$ cat src/hw/rtl/pcx_rle_pkg.sv
// Package with shared types and constants of the run-length line decoder.
`default_nettype none

package pcx_rle_pkg;

  localparam int BYTE_W       = 8;
  localparam int RUN_W        = 6;
  localparam int LINE_LEN_W   = 18;
  localparam int CFG_DATA_W   = 18;
  localparam int CFG_INDEX_W  = 1;

  localparam logic [BYTE_W-1:0] RUN_MARK = 8'hC0;

  localparam logic [CFG_INDEX_W-1:0] CFG_COMPRESSED  = 1'b0;
  localparam logic [CFG_INDEX_W-1:0] CFG_LINE_LENGTH = 1'b1;

  typedef enum logic {
    S_IDLE,
    S_RUN
  } state_t;

  // Controller to datapath
  typedef struct packed {
    logic accept;    // input transaction taken this cycle
    logic run_step;  // emit one more copy of the held byte
  } dp_cmd_t;

  // Datapath to controller
  typedef struct packed {
    logic arm;   // accepted byte is a count byte, no output
    logic last;  // byte emitted this cycle closes the item
  } dp_status_t;

endpackage

`default_nettype wire

$ cat src/hw/rtl/pcx_rle_if.sv
// Valid/ready channel interfaces for encoded input and decoded output.
`default_nettype none

interface pcx_rle_code_if;
  logic                              valid;
  logic                              ready;
  logic [pcx_rle_pkg::BYTE_W-1:0]    code_byte;

  modport source (output valid, output code_byte, input ready);
  modport sink   (input valid, input code_byte, output ready);
endinterface

interface pcx_rle_pixel_if;
  logic                              valid;
  logic                              ready;
  logic [pcx_rle_pkg::BYTE_W-1:0]    pixel_byte;
  logic                              line_end;
  logic                              run_last;

  modport source (output valid, output pixel_byte, output line_end, output run_last,
                  input ready);
  modport sink   (input valid, input pixel_byte, input line_end, input run_last,
                  output ready);
endinterface

`default_nettype wire

$ cat src/hw/rtl/pcx_rle_dp.sv
// Datapath: configuration registers, run state, line position and output register.
`default_nettype none

module pcx_rle_dp #(
  parameter int POSITION_BITS = 18
) (
  input  wire logic                                  clk,
  input  wire logic                                  rst_n,
  input  wire logic                                  cfg_we,
  input  wire logic [pcx_rle_pkg::CFG_INDEX_W-1:0]   cfg_index,
  input  wire logic [pcx_rle_pkg::CFG_DATA_W-1:0]    cfg_wdata,
  input  wire logic [pcx_rle_pkg::BYTE_W-1:0]        in_code_byte,
  input  wire pcx_rle_pkg::dp_cmd_t                  cmd,
  output pcx_rle_pkg::dp_status_t                    status,
  output logic [pcx_rle_pkg::BYTE_W-1:0]             out_pixel_byte,
  output logic                                       out_line_end,
  output logic                                       out_run_last
);

  localparam int CMP_W = ((POSITION_BITS > pcx_rle_pkg::LINE_LEN_W) ?
                          POSITION_BITS : pcx_rle_pkg::LINE_LEN_W) + 1;

  logic                                  compressed_r;
  logic [pcx_rle_pkg::LINE_LEN_W-1:0]    line_length_r;
  logic                                  run_pending_r;
  logic [pcx_rle_pkg::RUN_W-1:0]         run_count_r;
  logic [POSITION_BITS-1:0]              pos_r;
  logic [pcx_rle_pkg::RUN_W-1:0]         remain_r;
  logic [pcx_rle_pkg::BYTE_W-1:0]        byte_r;
  logic [pcx_rle_pkg::BYTE_W-1:0]        pixel_r;
  logic                                  line_end_r;
  logic                                  run_last_r;

  logic [pcx_rle_pkg::BYTE_W-1:0]        cur_byte;
  logic [CMP_W-1:0]                      pos_ext;
  logic [CMP_W-1:0]                      len_ext;
  logic                                  ends;
  logic                                  is_count;
  logic [pcx_rle_pkg::RUN_W-1:0]         acc_copies;
  logic                                  acc_last;
  logic                                  step_last;
  logic                                  last;
  logic                                  emit;

  always_comb begin
    cur_byte   = cmd.run_step ? byte_r : in_code_byte;
    pos_ext    = CMP_W'(pos_r);
    len_ext    = CMP_W'(line_length_r);
    // Line length zero behaves as one; a position at its top value always ends the line
    ends       = ((pos_ext + CMP_W'(1)) >= len_ext) || (pos_r == '1);
    is_count   = compressed_r && !run_pending_r && (in_code_byte > pcx_rle_pkg::RUN_MARK);
    acc_copies = (compressed_r && run_pending_r) ? run_count_r
                                                 : pcx_rle_pkg::RUN_W'(1);
    acc_last   = ends || (acc_copies == pcx_rle_pkg::RUN_W'(1));
    step_last  = ends || (remain_r == pcx_rle_pkg::RUN_W'(1));
    last       = cmd.run_step ? step_last : acc_last;
    emit       = (cmd.accept && !is_count) || cmd.run_step;
    status.arm  = is_count;
    status.last = last;
  end

  always_ff @(posedge clk) begin
    if (!rst_n) begin
      compressed_r  <= 1'b1;
      line_length_r <= pcx_rle_pkg::LINE_LEN_W'(1);
      run_pending_r <= 1'b0;
      run_count_r   <= pcx_rle_pkg::RUN_W'(1);
      pos_r         <= '0;
    end else begin
      if (cfg_we) begin
        case (cfg_index)
          pcx_rle_pkg::CFG_COMPRESSED:  compressed_r  <= cfg_wdata[0];
          pcx_rle_pkg::CFG_LINE_LENGTH: line_length_r <= cfg_wdata[pcx_rle_pkg::LINE_LEN_W-1:0];
          default: ;
        endcase
      end
      if (cmd.accept) begin
        if (is_count) begin
          run_pending_r <= 1'b1;
          run_count_r   <= pcx_rle_pkg::RUN_W'(in_code_byte - pcx_rle_pkg::RUN_MARK);
        end else begin
          run_pending_r <= 1'b0;
        end
      end
      if (emit) begin
        pos_r <= ends ? '0 : (pos_r + POSITION_BITS'(1));
      end
    end
  end

  // Payload and run bookkeeping, no reset needed
  always_ff @(posedge clk) begin
    if (cmd.accept) begin
      byte_r   <= in_code_byte;
      remain_r <= acc_copies - pcx_rle_pkg::RUN_W'(1);
    end else if (cmd.run_step) begin
      remain_r <= remain_r - pcx_rle_pkg::RUN_W'(1);
    end
    if (emit) begin
      pixel_r    <= cur_byte;
      line_end_r <= ends;
      run_last_r <= last;
    end
  end

  assign out_pixel_byte = pixel_r;
  assign out_line_end   = line_end_r;
  assign out_run_last   = run_last_r;

endmodule

`default_nettype wire

$ cat src/hw/rtl/pcx_rle_ctrl.sv
// Controller: accept/run state machine and output valid flag.
`default_nettype none

module pcx_rle_ctrl (
  input  wire logic                     clk,
  input  wire logic                     rst_n,
  input  wire logic                     in_valid,
  output logic                          in_ready,
  output logic                          out_valid,
  input  wire logic                     out_ready,
  output pcx_rle_pkg::dp_cmd_t          cmd,
  input  wire pcx_rle_pkg::dp_status_t  status
);

  pcx_rle_pkg::state_t state_r, state_nxt;
  logic                out_valid_r, out_valid_nxt;
  logic                out_free;
  logic                emit;

  always_ff @(posedge clk) begin
    if (!rst_n) begin
      state_r     <= pcx_rle_pkg::S_IDLE;
      out_valid_r <= 1'b0;
    end else begin
      state_r     <= state_nxt;
      out_valid_r <= out_valid_nxt;
    end
  end

  always_comb begin
    out_free     = !out_valid_r || out_ready;
    in_ready     = 1'b0;
    cmd.accept   = 1'b0;
    cmd.run_step = 1'b0;
    state_nxt    = state_r;
    case (state_r)
      pcx_rle_pkg::S_IDLE: begin
        in_ready   = out_free;
        cmd.accept = in_valid && out_free;
        if (cmd.accept && !status.arm && !status.last) begin
          state_nxt = pcx_rle_pkg::S_RUN;
        end
      end
      pcx_rle_pkg::S_RUN: begin
        cmd.run_step = out_free;
        if (out_free && status.last) begin
          state_nxt = pcx_rle_pkg::S_IDLE;
        end
      end
      default: begin
        state_nxt = pcx_rle_pkg::S_IDLE;
      end
    endcase
    emit          = (cmd.accept && !status.arm) || cmd.run_step;
    out_valid_nxt = emit ? 1'b1 : (out_ready ? 1'b0 : out_valid_r);
  end

  assign out_valid = out_valid_r;

`ifndef NO_ASSERTIONS
  // A run in progress always has a copy waiting in the output register
  a_run_has_output: assert property (@(posedge clk) disable iff (!rst_n)
    (state_r == pcx_rle_pkg::S_RUN) |-> out_valid_r)
    else $error("run state without pending output");

  // Never overwrite a result that has not been taken
  a_no_overwrite: assert property (@(posedge clk) disable iff (!rst_n)
    (out_valid_r && !out_ready) |-> !emit)
    else $error("output register overwritten while stalled");

  // A run step that closes the item returns the controller to idle
  a_run_ends_idle: assert property (@(posedge clk) disable iff (!rst_n)
    (cmd.run_step && status.last) |=> (state_r == pcx_rle_pkg::S_IDLE))
    else $error("run did not finish on its last copy");
`endif

endmodule

`default_nettype wire

$ cat src/hw/rtl/pcx_rle_line_decoder_unit.sv
// Top level of the run-length scanline decoder: controller plus datapath.
// Each result is registered in the output register and is visible in the cycle after its input transaction.
// Throughput: one literal byte or count byte per cycle while the output is free; the input is held
// while a run's remaining copies are emitted, one copy per cycle unless the output stalls.
// Copies past the end of the line are dropped, so a run ends early at a line boundary.
// Reset (rst_n low, synchronous): idle, no output, compressed mode, line length 1, position 0.
`default_nettype none

module pcx_rle_line_decoder_unit #(
  parameter int POSITION_BITS = 18
) (
  input  wire logic                                 clk,
  input  wire logic                                 rst_n,
  pcx_rle_code_if.sink                              in_chan,
  pcx_rle_pixel_if.source                           out_chan,
  input  wire logic                                 cfg_we,
  input  wire logic [pcx_rle_pkg::CFG_INDEX_W-1:0]  cfg_index,
  input  wire logic [pcx_rle_pkg::CFG_DATA_W-1:0]   cfg_wdata
);

  // Command and status between the two halves
  pcx_rle_pkg::dp_cmd_t    cmd;
  pcx_rle_pkg::dp_status_t status;

  // Controller: decides when a transaction is taken and when a copy is emitted.
  // The input side stays open while the output register drains, so literal bytes
  // stream at one per cycle when the sink keeps ready high.
  pcx_rle_ctrl u_ctrl (
    .clk       (clk),
    .rst_n     (rst_n),
    .in_valid  (in_chan.valid),
    .in_ready  (in_chan.ready),
    .out_valid (out_chan.valid),
    .out_ready (out_chan.ready),
    .cmd       (cmd),
    .status    (status)
  );

  // Datapath: holds configuration, the armed run count, the line position and
  // the output register. It flags count bytes and the last copy of an item.
  pcx_rle_dp #(
    .POSITION_BITS (POSITION_BITS)
  ) u_dp (
    .clk            (clk),
    .rst_n          (rst_n),
    .cfg_we         (cfg_we),
    .cfg_index      (cfg_index),
    .cfg_wdata      (cfg_wdata),
    .in_code_byte   (in_chan.code_byte),
    .cmd            (cmd),
    .status         (status),
    .out_pixel_byte (out_chan.pixel_byte),
    .out_line_end   (out_chan.line_end),
    .out_run_last   (out_chan.run_last)
  );

endmodule

`default_nettype wire
$ cat src/flat_wrapper.sv
// flat-port wrapper written by rule: the top's interface ports become plain ports
module pcx_rle_line_decoder_unit_flat 
#(
  parameter int POSITION_BITS = 18
)
  (clk, rst_n, cfg_we, cfg_index, cfg_wdata, in_chan_valid, in_chan_code_byte, in_chan_ready, out_chan_valid, out_chan_pixel_byte, out_chan_line_end, out_chan_run_last, out_chan_ready);
  pcx_rle_code_if in_chan_i ();
  pcx_rle_pixel_if out_chan_i ();
  input  wire logic clk;
  input  wire logic rst_n;
  input  wire logic cfg_we;
  input  wire logic [pcx_rle_pkg::CFG_INDEX_W-1:0] cfg_index;
  input  wire logic [pcx_rle_pkg::CFG_DATA_W-1:0] cfg_wdata;
  input wire logic [$bits(in_chan_i.valid)-1:0] in_chan_valid;
  input wire logic [$bits(in_chan_i.code_byte)-1:0] in_chan_code_byte;
  output wire logic [$bits(in_chan_i.ready)-1:0] in_chan_ready;
  output wire logic [$bits(out_chan_i.valid)-1:0] out_chan_valid;
  output wire logic [$bits(out_chan_i.pixel_byte)-1:0] out_chan_pixel_byte;
  output wire logic [$bits(out_chan_i.line_end)-1:0] out_chan_line_end;
  output wire logic [$bits(out_chan_i.run_last)-1:0] out_chan_run_last;
  input wire logic [$bits(out_chan_i.ready)-1:0] out_chan_ready;
  assign in_chan_i.valid = in_chan_valid;
  assign in_chan_i.code_byte = in_chan_code_byte;
  assign in_chan_ready = in_chan_i.ready;
  assign out_chan_valid = out_chan_i.valid;
  assign out_chan_pixel_byte = out_chan_i.pixel_byte;
  assign out_chan_line_end = out_chan_i.line_end;
  assign out_chan_run_last = out_chan_i.run_last;
  assign out_chan_i.ready = out_chan_ready;
  pcx_rle_line_decoder_unit #(.POSITION_BITS(POSITION_BITS)) u_core (.clk(clk), .rst_n(rst_n), .in_chan(in_chan_i), .out_chan(out_chan_i), .cfg_we(cfg_we), .cfg_index(cfg_index), .cfg_wdata(cfg_wdata));
endmodule
$ cat config.mk
export PLATFORM = sky130hd
export DESIGN_NAME = pcx_rle_line_decoder_unit_flat
export DESIGN_NICKNAME = d
export VERILOG_FILES = /design/src/hw/rtl/pcx_rle_pkg.sv /design/src/hw/rtl/pcx_rle_if.sv /design/src/hw/rtl/pcx_rle_dp.sv /design/src/hw/rtl/pcx_rle_ctrl.sv /design/src/hw/rtl/pcx_rle_line_decoder_unit.sv /design/src/flat_wrapper.sv
export SDC_FILE = /design/constraint.sdc
export NUM_CORES = 1
export LEC_CHECK = 0
export BUFFER_PORTS_ARGS = -buffer_cell sky130_fd_sc_hd__buf_2
export CAP_MARGIN = 20
export CORE_MARGIN = 1.5
export CORE_UTILIZATION = 45
export CTS_BUF_LIST = sky130_fd_sc_hd__clkbuf_4 sky130_fd_sc_hd__clkbuf_8
export DETAILED_ROUTE_END_ITERATION = 8
export GPL_ROUTABILITY_DRIVEN = 0
export PLACE_DENSITY_LB_ADDON = 0.3
export SLEW_MARGIN = 20
export SYNTH_ARGS = -nofsm -noshare
export SYNTH_HDL_FRONTEND = slang
export SYNTH_SLANG_ARGS = --single-unit
$ cat constraint.sdc
create_clock -name clk -period 4.8 [get_ports clk]
set_input_delay 0.24 -clock clk [delete_from_list [all_inputs] [get_ports clk]]
set_output_delay 0.24 -clock clk [all_outputs]
set_load 0.01 [all_outputs]
After elaboration in Yosys (flattened, before gate mapping)
Index checks and enable logic that the tools add are counted.
- multipliers: 0
- reduce and logical (&&, ||, !) cells: 22
- shift-type cells: 0
- divide/modulo/power cells: 0
- bitwise operators: 2
- equal/unequal tests: 3
- muxes and demuxes: 15
- magnitude comparators: 2
- add/subtract/negate cells: 5
- operator list (kind ; count):
    18-bit by 1-bit adder with 19-bit output, second input constant ; 1
    19-bit by 18-bit >= comparator with 1-bit output ; 1
    18-bit by 1-bit adder with 18-bit output, second input constant ; 1
    18-bit == test, second input constant ; 1
    18-bit 2-to-1 mux ; 1
    6-bit 2-to-1 mux ; 3
    6-bit by 1-bit subtractor with 6-bit output, second input constant ; 3
    6-bit by 1-bit == test with 1-bit output, second input constant ; 2
    1-bit 2-to-1 mux ; 9
    8-bit > comparator, second input constant ; 1
    1-bit logical AND ; 8
    8-bit 2-to-1 mux ; 1
    2-bit AND reduction ; 3
    1-bit logical OR ; 5
    1-bit logical NOT ; 4
    2-bit nonzero test ; 2
    1-bit inverter ; 2
    1-bit one-hot mux with 2 select lines ; 1
- register bits: 70
- word-level logic and storage cells: 61
- RAM bits: 0
- memories kept: 0
- latch bits: 0
- ROM bits: 0
- output and inout port bits: 12

Depth between registers and ports, before layout
Gate-level depths: netlist (run 1).
- depth after elaboration: 9
- gate-level depth with buffers: 16
- gate-level depth less buffers: 13

Cells and area by module
A second synthesis (run 1) with hierarchy kept.
- cell total of the unflattened synthesis: 422
- area, all modules: 3876.2 um^2
- modules (own cells, without submodules) (module ; cells an instance ; instances ; area each (um^2)):
    pcx_rle_dp ; 410 ; 1 ; 3764.9
    pcx_rle_ctrl ; 12 ; 1 ; 111.4

Worst setup path after synthesis (run 1)
No wires, ideal clock.
- kind: register to register
- start point: register u_core.u_dp.pos_r[0]
- end point: register u_core.u_dp.pos_r[2]
- setup slack: 1.344 ns
- stages on the path, launching flop included: 16
- arrival time: 3.340 ns
- period minus slack after synthesis: 3.456 ns
- path through: dfxtp_1 ha_1 nand3_1 nor4_2 nand3_1 xor2_1 inv_1 ha_1 nand3_1 or3_1 o31a_1 o211ai_1 buf_4 buf_2 a211oi_1 a31o_2
- word-level cells in the longest chain between the ends: 4
- elaborated cells on any way between the ends: 6
- RTL lines (what ; RTL line ; text):
    start, declared ; pcx_rle_dp.sv:27 ; logic [POSITION_BITS-1:0] pos_r;
    start signal, assigned ; pcx_rle_dp.sv:86 ; pos_r <= ends ? '0 : (pos_r + POSITION_BITS'(1));
    18-bit by 1-bit adder with 19-bit output ; pcx_rle_dp.sv:50 ; ends = ((pos_ext + CMP_W'(1)) >= len_ext) || (pos_r == '1);
    19-bit by 18-bit >= comparator with 1-bit output ; pcx_rle_dp.sv:50 ;
    1-bit logical OR ; pcx_rle_dp.sv:50 ;
    18-bit 2-to-1 mux (*) ; pcx_rle_dp.sv:86 ;
Mark *: on every way between the ends. The rest lies on a longest branch, timed or not.
A chain may end at the register's enable or synchronous reset.

Worst setup path in the final report (run 1)
- start point: register u_core.u_dp.pos_r[0]
- end point: register u_core.u_dp.pos_r[11]
Same word-level chain as after synthesis.

==> reports/qor.csv, run 1 <==
stage,metric,value,unit
clock_network,cts_setup_buffers,0,
synthesis,yosysWarnings,0,
synthesis,synthArstFlopShare,0,%
setup_path,cp.required,5.06,ns
clock_network,cts.htree.levels,3,
timing,fin_worst_skew,0.01353,ns
flow_run,cap_violations,0,
layout,final_cell_count_no_fill,592,
synthesis,synth_nets,503,
timing,min_period,4.073,ns
setup_path,crit_fanout,11,
power,power_density,298.8,nW/um^2
detailed_routing,drt_pass1_iterations,4,
placement,dp_hpwl,5830,um
synthesis,syn-cell-area,3928,um^2
power,power_leakage,1.790,nW
run_status,status,"complete, no violations",
layout,fin_nets,537,
setup_path,critPathSlowestCell,nor4_2,
setup_path,max_stage_delay,0.51,ns
die,die-area,9297,um^2
synthesis,netlist.area_leader.share,23.45,%
global_route,grt-ovfl-total,0,
clock_network,clock_sinks,70,
synthesis,synth_seq_cells,70,
hold_path,min-delay-start,in_chan_code_byte[0],
clock_network,numCtsBuffers,9,
setup_path,r2r-end,u_core.u_dp.pos_r[11]$_SDFFE_PN0P_,
detailed_routing,drc_errors,0,
global_route,grt_usage,19.03,%
timing,finalSetupViolCount,0,
hold_path,min_path_cells,1,
hold_path,hold_end,u_core.u_dp.byte_r[0]$_DFFE_PP_,
clock_network,cts_resized,0,
synthesis,synth_area_leaders,"dfxtp_1, edfxtp_1, nand2_1",
clock_network,cts_tree,done,
detailed_routing,drt_wl_total,8017,um
die,coreArea,8341,um^2
setup_path,endpoint_kind,flop,
synthesis,yosysTopAreaCell,dfxtp_1,
synthesis,synth_common_cells,"nand2_1, dfxtp_1, inv_1, edfxtp_1, ha_1",
layout,syn_to_final_growth,11.18,%
layout,final_area,4367,um^2
clock_network,cts_buffer_depth,2,
synthesis,ys_seq_area_share,41.80,%
layout,antenna_cells,0,
setup_path,critical_path_class,reg2reg,
timing,worst_pin_slew,0.8726,ns
timing,hold_viol_final,0,
synthesis,syn_area_per_cell,8.767,um^2
hold_path,holdCritPathClass,in2reg,
clock_network,clk_latency,0.36,ns
detailed_routing,num_vias,3114,
die,die_h,96.42,um
layout,nFillCells,792,
synthesis,ys_types,53,
synthesis,yosysMostFrequentCell,nand2_1,
synthesis,synth_edf_count,24,
setup_path,critPathTopFamily,simple AND/OR/NAND/NOR gates,
timing,fin_tns_setup,0,ns
setup_path,r2r_cells,14,
placement,port_buffers,43,
global_route,antenna_found_initial,0,
timing,final_max_slew_viol_count,0,
synthesis,synth_top_flop_cell,dfxtp_1,
die,fp-row-count,33,
die,start_util,47.09,%
die,die_w,96.42,um
clock_network,clockRootBuffer,clkbuf_8,
detailed_routing,wl_per_cell,13.54,um
global_route,grt_pass1_wl,13310,um
clock_network,clk_pin_slew,0.09,ns
setup_path,cp_cell_sequence,ha_1 > nand3_1 > nor4_2 > nand3_1 > xor2_1 > inv_1 > ha_1 > nand3_1 > or3_1 > o31a_1 > o211ai_1 > buf_4 > a211oi_1 > a31o_2,
timing,fmax,245.5,MHz
timing,rsz0062_at_grt,no,
global_route,grt_max_degree,57,
detailed_routing,ant_nets,0,
setup_path,cp_common_cell,nand3_1,
timing,finalCritPeriodShare,84.86,%
global_route,grt_pass1_vias,2797,
power,ir_drop,159.8,uV
placement,placed_area,4182,um^2
clock_network,hold_buffers,0,
setup_path,r2r_slack,0.73,ns
synthesis,syn_inst,448,
setup_path,critPathLaunchType,flop,
setup_path,critical_path_buf_inv_count,2,
detailed_routing,viasPerCell,5.260,
die,ios,44,
power,power,1.305,mW
setup_path,reg2reg_from,u_core.u_dp.pos_r[0]$_SDFFE_PN0P_,
setup_path,crit_arrival,4.33,ns
timing,slew_headroom,41.83,%
layout,drive_gt1_share,14.99,%
placement,dp_cells,576,
detailed_routing,drt-initial-drc-count,130,
## layout make-up
class / instances / area, um^2 / share of cell area (%)
multi-input combinational: 326 / 2066 / 47.31
sequential: 70 / 1642 / 37.59
timing repair buffer: 45 / 230.2 / 5.272
tap: 105 / 131.4 / 3.009
clock buffer: 9 / 123.9 / 2.837
inverter: 30 / 112.6 / 2.579
clock inverter: 7 / 61.31 / 1.404
## worst register-to-register path: stages, from the launching register on
cell and delay (ns):
dfxtp_1 0.41, ha_1 0.25, nand3_1 0.25, nor4_2 0.52, nand3_1 0.16, xor2_1 0.20, inv_1 0.07, ha_1 0.30
nand3_1 0.09, or3_1 0.41, o31a_1 0.34, o211ai_1 0.38, buf_4 0.31, a211oi_1 0.06, a31o_2 0.24
## logic make-up (layout without fill, tap and decap cells)
logic type               after synthesis  after routing  share of synthesized area, %
buffers and inverters                 52             91                         5.607
XOR/XNOR                              22             22                         4.906
AO/OA/AOI/OAI                         78             78                         14.11
AND/OR/NAND/NOR                      196            196                         24.47
adder cells (fa/ha/maj)               23             23                         7.327
multiplexers                           7              7                         1.784
flip-flops                            70             70                         41.80
## report_power, final
group / internal [mW] / switching [mW] / leakage (nW)
Combinational: 0.0699 / 0.111 / 1.10
Clock: 0.197 / 0.261 / 0.0888
Sequential: 0.650 / 0.0162 / 0.605
Total: 0.917 / 0.388 / 1.79
## flip-flops by register name, indices dropped and copies added (netlist names), 6 cells and up
signal,flops
u_core.u_dp.byte_r,8
u_core.u_dp.line_length_r,18
u_core.u_dp.out_pixel_byte,8
u_core.u_dp.pos_r,18
u_core.u_dp.remain_r,6
u_core.u_dp.run_count_r,6
## cells in the final DEF (no fill, tap or decap), types with 4 or more instances in the layout
master,synthesis,final
and2_1,9,9
a21boi_0,21,21
xnor2_1,14,14
a31o_2,5,5
dfxtp_1,46,46
nand2_1,103,103
a21oi_1,13,13
nand4_1,5,5
nor3_1,4,4
xor2_1,8,8
buf_2,3,43
clkbuf_8,0,9
a211oi_1,7,7
o41ai_1,6,6
nor2_1,16,16
and4_1,4,4
edfxtp_1,24,24
nand4b_1,6,6
or3_1,8,8
o21ai_0,9,9
ha_1,23,23
mux2i_1,7,7
nor2b_1,7,7
nand3b_1,6,6
and3_1,4,4
nand3_1,8,8
nand2b_1,4,4
inv_1,29,29
## metal layers
| layer | up-vias | GRT usage [%] | part of all wire [%] |
|---|---|---|---|
| met5 | - | 0 | 0 |
| li1 | 1616 | - | - |
| met3 | 15 | 3.599 | 5.2 |
| met4 | 0 | 8.937 | 2.2 |
| met2 | 69 | 27.35 | 42 |
| met1 | 1414 | 27.40 | 50 |
## metrics by stage
step,hold slack (ns),utilization [%],setup slack (ns)
detailed placement,0.4604,50.14,0.7737
CTS,0.08689,52.36,0.7360
global placement,0.4556,50.14,0.8821
floorplan,0.3389,-,1.344
finish,0.09791,52.36,0.7267
global route,0.09151,52.36,0.4178
## how the worst max path moves through the flow
stage	start	to	slack (ns)	depth (start not counted)
floorplan	u_core.u_dp.pos_r[0]$_SDFFE_PN0P_	u_core.u_dp.pos_r[2]$_SDFFE_PN0P_	1.34	15
global placement	u_core.u_dp.pos_r[0]$_SDFFE_PN0P_	u_core.u_dp.pos_r[11]$_SDFFE_PN0P_	0.88	14
detailed placement	u_core.u_dp.pos_r[0]$_SDFFE_PN0P_	u_core.u_dp.pos_r[11]$_SDFFE_PN0P_	0.77	14
CTS	u_core.u_dp.pos_r[0]$_SDFFE_PN0P_	u_core.u_dp.pos_r[11]$_SDFFE_PN0P_	0.74	14
global route	u_core.u_dp.pos_r[0]$_SDFFE_PN0P_	u_core.u_dp.pos_r[11]$_SDFFE_PN0P_	0.42	14
finish	u_core.u_dp.pos_r[0]$_SDFFE_PN0P_	u_core.u_dp.pos_r[11]$_SDFFE_PN0P_	0.73	14
Power figures use the tool's default switching activity.
==> inputs of run 2 (changes only) <==
==> constraint.sdc (replaced) <==
create_clock -name clk -period 4.26 [get_ports clk]
set_input_delay 0.213 -clock clk [delete_from_list [all_inputs] [get_ports clk]]
set_output_delay 0.213 -clock clk [all_outputs]
set_load 0.01 [all_outputs]
==> run 2 against run 1 <==
Worst hold slack got worse by 0.026 ns; clock power increased by 15%; total power increased by 13%; sequential share of layout area stayed put.
==> reports/qor.csv, run 2 (synthesis gave the netlist of run 1 again) <==
stage,metric,value,unit,change
global_route,antenna_found_initial,0,,unchanged
setup_path,cp.required,4.51,ns,was 5.06 ns
detailed_routing,drc_errors,0,,unchanged
setup_path,reg2reg_from,u_core.u_dp.pos_r[0]$_SDFFE_PN0P_,,unchanged
setup_path,critPathLaunchType,flop,,unchanged
layout,final_area,4367,um^2,unchanged
timing,hold_viol_final,0,,unchanged
setup_path,r2r-end,u_core.u_dp.pos_r[12]$_SDFFE_PN0P_,,was u_core.u_dp.pos_r[11]$_SDFFE_PN0P_
clock_network,clk_pin_slew,0.10,ns,was 0.09 ns
layout,antenna_cells,0,,unchanged
layout,fin_util,52.36,%,unchanged
clock_network,cts_buffer_depth,2,,unchanged
placement,dp_cells,576,,unchanged
setup_path,r2r_slack,0.44,ns,was 0.73 ns
die,coreArea,8341,um^2,unchanged
die,die_w,96.42,um,unchanged
die,die_h,96.42,um,unchanged
power,ir_drop,170.6,uV,was 159.8 uV
die,ios,44,,unchanged
timing,fmax,261.5,MHz,was 245.5 MHz
detailed_routing,drt_wl_total,7884,um,was 8017 um
die,die-area,9297,um^2,unchanged
detailed_routing,num_vias,3111,,was 3114
power,power_leakage,1.790,nW,unchanged
layout,layout_commonest_cell,nand2_1,,unchanged
setup_path,crit_arrival,4.07,ns,was 4.33 ns
run_status,status,"complete, no violations",,unchanged
layout,nFillCells,795,,was 792
detailed_routing,dr_wl_met2,3185,um,was 3403 um
setup_path,crit_fanout,20,,was 11
global_route,grt_max_degree,57,,unchanged
clock_network,cts_setup_buffers,0,,unchanged
detailed_routing,ant_nets,0,,unchanged
clock_network,cts_tree,done,,unchanged
hold_path,holdCritPathClass,in2reg,,unchanged
power,power_density,338.9,nW/um^2,was 298.8 nW/um^2
global_route,grt-ovfl-total,0,,unchanged
timing,worst_pin_slew,0.8512,ns,was 0.8726 ns
placement,dp_hpwl,5571,um,was 5830 um
clock_network,clk_latency,0.36,ns,about the same
timing,finalCritPeriodShare,89.78,%,was 84.86%
timing,fin_worst_skew,0.01293,ns,was 0.01353 ns
clock_network,clockRootBuffer,clkbuf_8,,unchanged
placement,placed_area,4182,um^2,unchanged
timing,rsz0062_at_grt,no,,unchanged
setup_path,critical_path_class,reg2reg,,unchanged
detailed_routing,routed.top_layer,met4,,unchanged
layout,reg.largest.list,"u_core.u_dp.line_length_r (18), u_core.u_dp.pos_r (18)",,unchanged
layout,fin_nets,537,,unchanged
layout,final_cell_count_no_fill,592,,unchanged
setup_path,cp-endpoint,u_core.u_dp.pos_r[12]$_SDFFE_PN0P_,,was u_core.u_dp.pos_r[11]$_SDFFE_PN0P_
timing,final_max_slew_viol_count,0,,unchanged
global_route,grt_pass1_wl,12850,um,was 13310 um
global_route,grt_pass1_vias,2686,,was 2797
detailed_routing,routed-wl-met3,409,um,was 415 um
clock_network,cts_resized,0,,unchanged
clock_network,clock_sinks,70,,unchanged
placement,place_ws,0.5228,ns,was 0.7737 ns
clock_network,cts.htree.levels,3,,unchanged
timing,finalSetupViolCount,0,,unchanged
detailed_routing,viasPerCell,5.255,,was 5.260
timing,min_period,3.825,ns,was 4.073 ns
timing,hold_ws,0.07145,ns,was 0.09791 ns
detailed_routing,drt-initial-drc-count,161,,was 130
timing,setup_ws,0.4354,ns,was 0.7267 ns
clock_network,numCtsBuffers,9,,unchanged
setup_path,endpoint_kind,flop,,unchanged
timing,slew_headroom,43.25,%,was 41.83%
power,power,1.480,mW,was 1.305 mW
placement,port_buffers,43,,unchanged
detailed_routing,drt_pass1_iterations,4,,unchanged
setup_path,cp-startpoint,u_core.u_dp.pos_r[0]$_SDFFE_PN0P_,,unchanged
layout,syn_to_final_growth,11.18,%,unchanged
global_route,grt_usage,17.93,%,was 19.03%
timing,fin_tns_setup,0,ns,unchanged
layout,final_cell_mix,"nand2_1, dfxtp_1, buf_2",,unchanged
clock_network,hold_buffers,0,,unchanged
die,fp-row-count,33,,unchanged
setup_path,r2r_cells,14,,unchanged
detailed_routing,wl_met1,4195,um,was 4018 um
layout,drive_gt1_share,14.99,%,unchanged
die,start_util,47.09,%,unchanged
detailed_routing,wl_per_cell,13.32,um,was 13.54 um
flow_run,cap_violations,0,,unchanged
run 2: cell counts in the layout (fill, tap and decap cells not counted):
No cell type changed its count.
run 2: layer usage:
layer  vias up  global-route usage (%)
met5         -                       0
met4         0                   6.159
met3         9                   3.678
met2        78                   26.06
met1      1399                   26.32
li1       1625                       -
run 2: how the worst min path moves through the flow:
| stage | from | end | slack [ns] | depth (start not counted) |
|---|---|---|---|---|
| after floorplan | in_chan_code_byte[0] | u_core.u_dp.byte_r[0]$_DFFE_PP_ | 0.31 | 0 |
| after global placement | in_chan_code_byte[6] | u_core.u_dp.byte_r[6]$_DFFE_PP_ | 0.44 | 1 |
| after detailed placement | in_chan_code_byte[6] | u_core.u_dp.byte_r[6]$_DFFE_PP_ | 0.44 | 1 |
| after CTS | in_chan_code_byte[6] | u_core.u_dp.byte_r[6]$_DFFE_PP_ | 0.08 | 1 |
| after global routing | in_chan_code_byte[6] | u_core.u_dp.byte_r[6]$_DFFE_PP_ | 0.07 | 1 |
| final | in_chan_code_byte[2] | u_core.u_dp.byte_r[2]$_DFFE_PP_ | 0.07 | 1 |
run 2: layout make-up:
cell class              instances  area, um^2  share of cell area [%]
flip-flops and latches         70        1642                   37.59
multi-input cells             326        2066                   47.31
well taps                     105       131.4                   3.009
repair buffers                 45       230.2                   5.272
inverters                      30       112.6                   2.579
clock inverters                 7       61.31                   1.404
clock buffers                   9       123.9                   2.837
run 2: power by group:
| part | total (mW) | internal (mW) | switching (mW) |
|---|---|---|---|
| clock network | 0.526 | 0.223 | 0.304 |
| registers | 0.751 | 0.732 | 0.0186 |
| logic | 0.203 | 0.0786 | 0.124 |
| total | 1.48 | 1.03 | 0.446 |
run 2: critical path: stages, from the launching register on:
cell      delay [ns]
dfxtp_1         0.43
ha_1            0.26
nand3_1         0.25
nor4_2          0.52
nand3_1         0.15
xor2_1          0.20
inv_1           0.07
ha_1            0.30
nand3_1         0.08
or3_1           0.41
o31a_1          0.35
o211ai_1        0.10
buf_4           0.27
a211oi_1        0.07
a31o_2          0.24
==> inputs of run 3 (changes only) <==
--- a/config.mk
+++ b/config.mk
@@ -13,6 +13,7 @@
 export DETAILED_ROUTE_END_ITERATION = 8
 export GPL_ROUTABILITY_DRIVEN = 0
 export PLACE_DENSITY_LB_ADDON = 0.3
+export REMOVE_ABC_BUFFERS = 1
 export SLEW_MARGIN = 20
 export SYNTH_ARGS = -nofsm -noshare
 export SYNTH_HDL_FRONTEND = slang
==> run 3 against run 2 <==
Cell count stayed put; design area rose by 0.34%; flip-flop and latch count stayed put; non-clock buffer count did not move; total power increased by 1.6%; sequential share of layout area shrank 0.13 points; clock-buffer cell count is the same; fmax grew 0.68%; critical path depth is the same; critical path type unchanged.
==> reports/qor.csv, run 3 (synthesis gave the netlist of run 1 again) <==
stage,metric,value,unit,change
layout,nFillCells,794,,was 795
clock_network,cts.htree.levels,3,,unchanged
die,ios,44,,unchanged
timing,worst_pin_slew,0.8360,ns,was 0.8512 ns
detailed_routing,drt-initial-drc-count,196,,was 161
global_route,grt_usage,19.21,%,was 17.93%
die,coreArea,8341,um^2,unchanged
detailed_routing,drc_errors,0,,unchanged
detailed_routing,drt_wl_total,8105,um,was 7884 um
timing,fin_worst_skew,0.01170,ns,was 0.01293 ns
hold_path,holdCritPathClass,in2reg,,unchanged
clock_network,numCtsBuffers,9,,unchanged
power,power_frac_clock,36.1,%,was 35.6%
die,die-area,9297,um^2,unchanged
die,die_h,96.42,um,unchanged
timing,rsz0062_at_grt,no,,unchanged
setup_path,crit_fanout,20,,unchanged
clock_network,clk_latency,0.36,ns,about the same
detailed_routing,viasPerCell,5.363,,was 5.255
power,power,1.504,mW,was 1.480 mW
layout,fin_nets,537,,unchanged
clock_network,clock_sinks,70,,unchanged
timing,min_period,3.799,ns,was 3.825 ns
clock_network,cts_setup_buffers,0,,unchanged
layout,reg.largest.list,"u_core.u_dp.line_length_r (18), u_core.u_dp.pos_r (18)",,unchanged
detailed_routing,num_vias,3175,,was 3111
clock_network,cts_buffer_depth,2,,unchanged
detailed_routing,wl_per_cell,13.69,um,was 13.32 um
run_status,status,"complete, no violations",,unchanged
timing,finalCritPeriodShare,89.17,%,was 89.78%
die,die_w,96.42,um,unchanged
power,power_frac_seq,50.0,%,was 50.7%
clock_network,clockRootBuffer,clkbuf_8,,unchanged
power,power_leakage,1.804,nW,was 1.790 nW
timing,slew_headroom,44.27,%,was 43.25%
detailed_routing,ant_nets,0,,unchanged
detailed_routing,drt_pass1_iterations,4,,unchanged
timing,hold_viol_final,0,,unchanged
clock_network,cts_tree,done,,unchanged
placement,place_ws,0.5253,ns,was 0.5228 ns
global_route,antenna_found_initial,0,,unchanged
power,comb_power_share,13.9,%,was 13.7%
setup_path,critical_path_class,reg2reg,,unchanged
placement,port_buffers,43,,unchanged
placement,dp_cells,576,,unchanged
clock_network,clk_pin_slew,0.09,ns,was 0.10 ns
setup_path,cp.required,4.51,ns,about the same
layout,final_cell_mix,"nand2_1, dfxtp_1, buf_2",,unchanged
timing,final_max_slew_viol_count,0,,unchanged
clock_network,hold_buffers,0,,unchanged
layout,syn_to_final_growth,11.56,%,was 11.18%
setup_path,critPathLaunchType,flop,,unchanged
die,fp-row-count,33,,unchanged
die,start_util,47.09,%,unchanged
layout,seqCellArea,1642,um^2,unchanged
setup_path,endpoint_kind,flop,,unchanged
power,swShare,30.55,%,was 30.17%
layout,layout_commonest_cell,nand2_1,,unchanged
global_route,grt-ovfl-total,0,,unchanged
layout,final_cell_count_no_fill,592,,unchanged
power,switching_power,0.4593,mW,was 0.4464 mW
setup_path,crit_arrival,4.05,ns,was 4.07 ns
placement,dp_hpwl,5768,um,was 5571 um
power,ir_drop,177.4,uV,was 170.6 uV
global_route,grt_pass1_wl,13650,um,was 12850 um
power,internal_power,1.044,mW,was 1.033 mW
global_route,grt_max_degree,57,,unchanged
timing,fmax,263.2,MHz,was 261.5 MHz
global_route,grt_pass1_vias,2966,,was 2686
power,power_density,343.2,nW/um^2,was 338.9 nW/um^2
timing,setup_ws,0.4613,ns,was 0.4354 ns
clock_network,cts_resized,0,,unchanged
layout,drive_gt1_share,14.99,%,unchanged
timing,fin_tns_setup,0,ns,unchanged
hold_path,min_path_cells,1,,unchanged
flow_run,cap_violations,0,,unchanged
layout,antenna_cells,0,,unchanged
timing,finalSetupViolCount,0,,unchanged
setup_path,r2r_cells,14,,unchanged
layout,multiInputGateArea,2066,um^2,unchanged
[run 3: cell types whose count changed in the layout (fill, tap and decap cells not counted), sizes merged]
cell      before  now
inv           33   34
clkinvlp       2    0
clkinv         2    3
[run 3: path summary, 6_finish.rpt]
check | startpoint | to | slack, ns
min | in_chan_code_byte[1] | u_core.u_dp.byte_r[1]$_DFFE_PP_ | 0.08
max | u_core.u_dp.pos_r[0]$_SDFFE_PN0P_ | u_core.u_dp.pos_r[11]$_SDFFE_PN0P_ | 0.46
max reg2reg | u_core.u_dp.pos_r[0]$_SDFFE_PN0P_ | u_core.u_dp.pos_r[11]$_SDFFE_PN0P_ | 0.46
min reg2reg | u_core.u_dp.line_length_r[14]$_SDFFE_PN0P_ | u_core.u_dp.line_length_r[14]$_SDFFE_PN0P_ | 0.47
[run 3: power by group through the flow]
stage               registers [mW]  logic [mW]  clock network [mW]
global placement             0.765       0.203                   0
CTS                          0.752       0.211               0.555
detailed placement           0.767       0.208                   0
finish                       0.752       0.210               0.542
global route                 0.756       0.234               0.587
floorplan                    0.767       0.123                   0
[run 3: critical path: stages, from the launching register on]
cell      delay [ns]
dfxtp_1         0.42
ha_1            0.25
nand3_1         0.25
nor4_2          0.49
nand3_1         0.15
xor2_1          0.20
inv_1           0.07
ha_1            0.30
nand3_1         0.10
or3_1           0.42
o31a_1          0.35
o211ai_1        0.10
buf_4           0.28
a211oi_1        0.08
a31o_2          0.25
[run 3: area by class of cell]
type / count / share of cell area, %
clock buffers: 9 / 2.827
clock inverters: 7 / 1.742
inverters: 30 / 2.570
multi-input cells: 326 / 47.14
flip-flops and latches: 70 / 37.46
well taps: 105 / 2.998
repair buffers: 45 / 5.254
[run 3: layer usage]
layer	up-vias	track usage [%]	share of wire, %
met3	13	5.243	4.1
met4	0	7.488	2.2
met2	65	31.28	47
met1	1470	24.15	47
li1	1627	-	-
met5	-	0	0
[run 3: per-stage QoR]
step	hold slack (ns)	instance area [um^2]	utilization [%]
2_1_floorplan	0.2749	3820	-
3_3_place_gp	0.4392	4182	50.14
3_5_place_dp	0.4407	4182	50.14
4_1_cts	0.06228	4382	52.54
5_1_grt	0.05916	4382	52.54
6_report	0.07872	4382	52.54
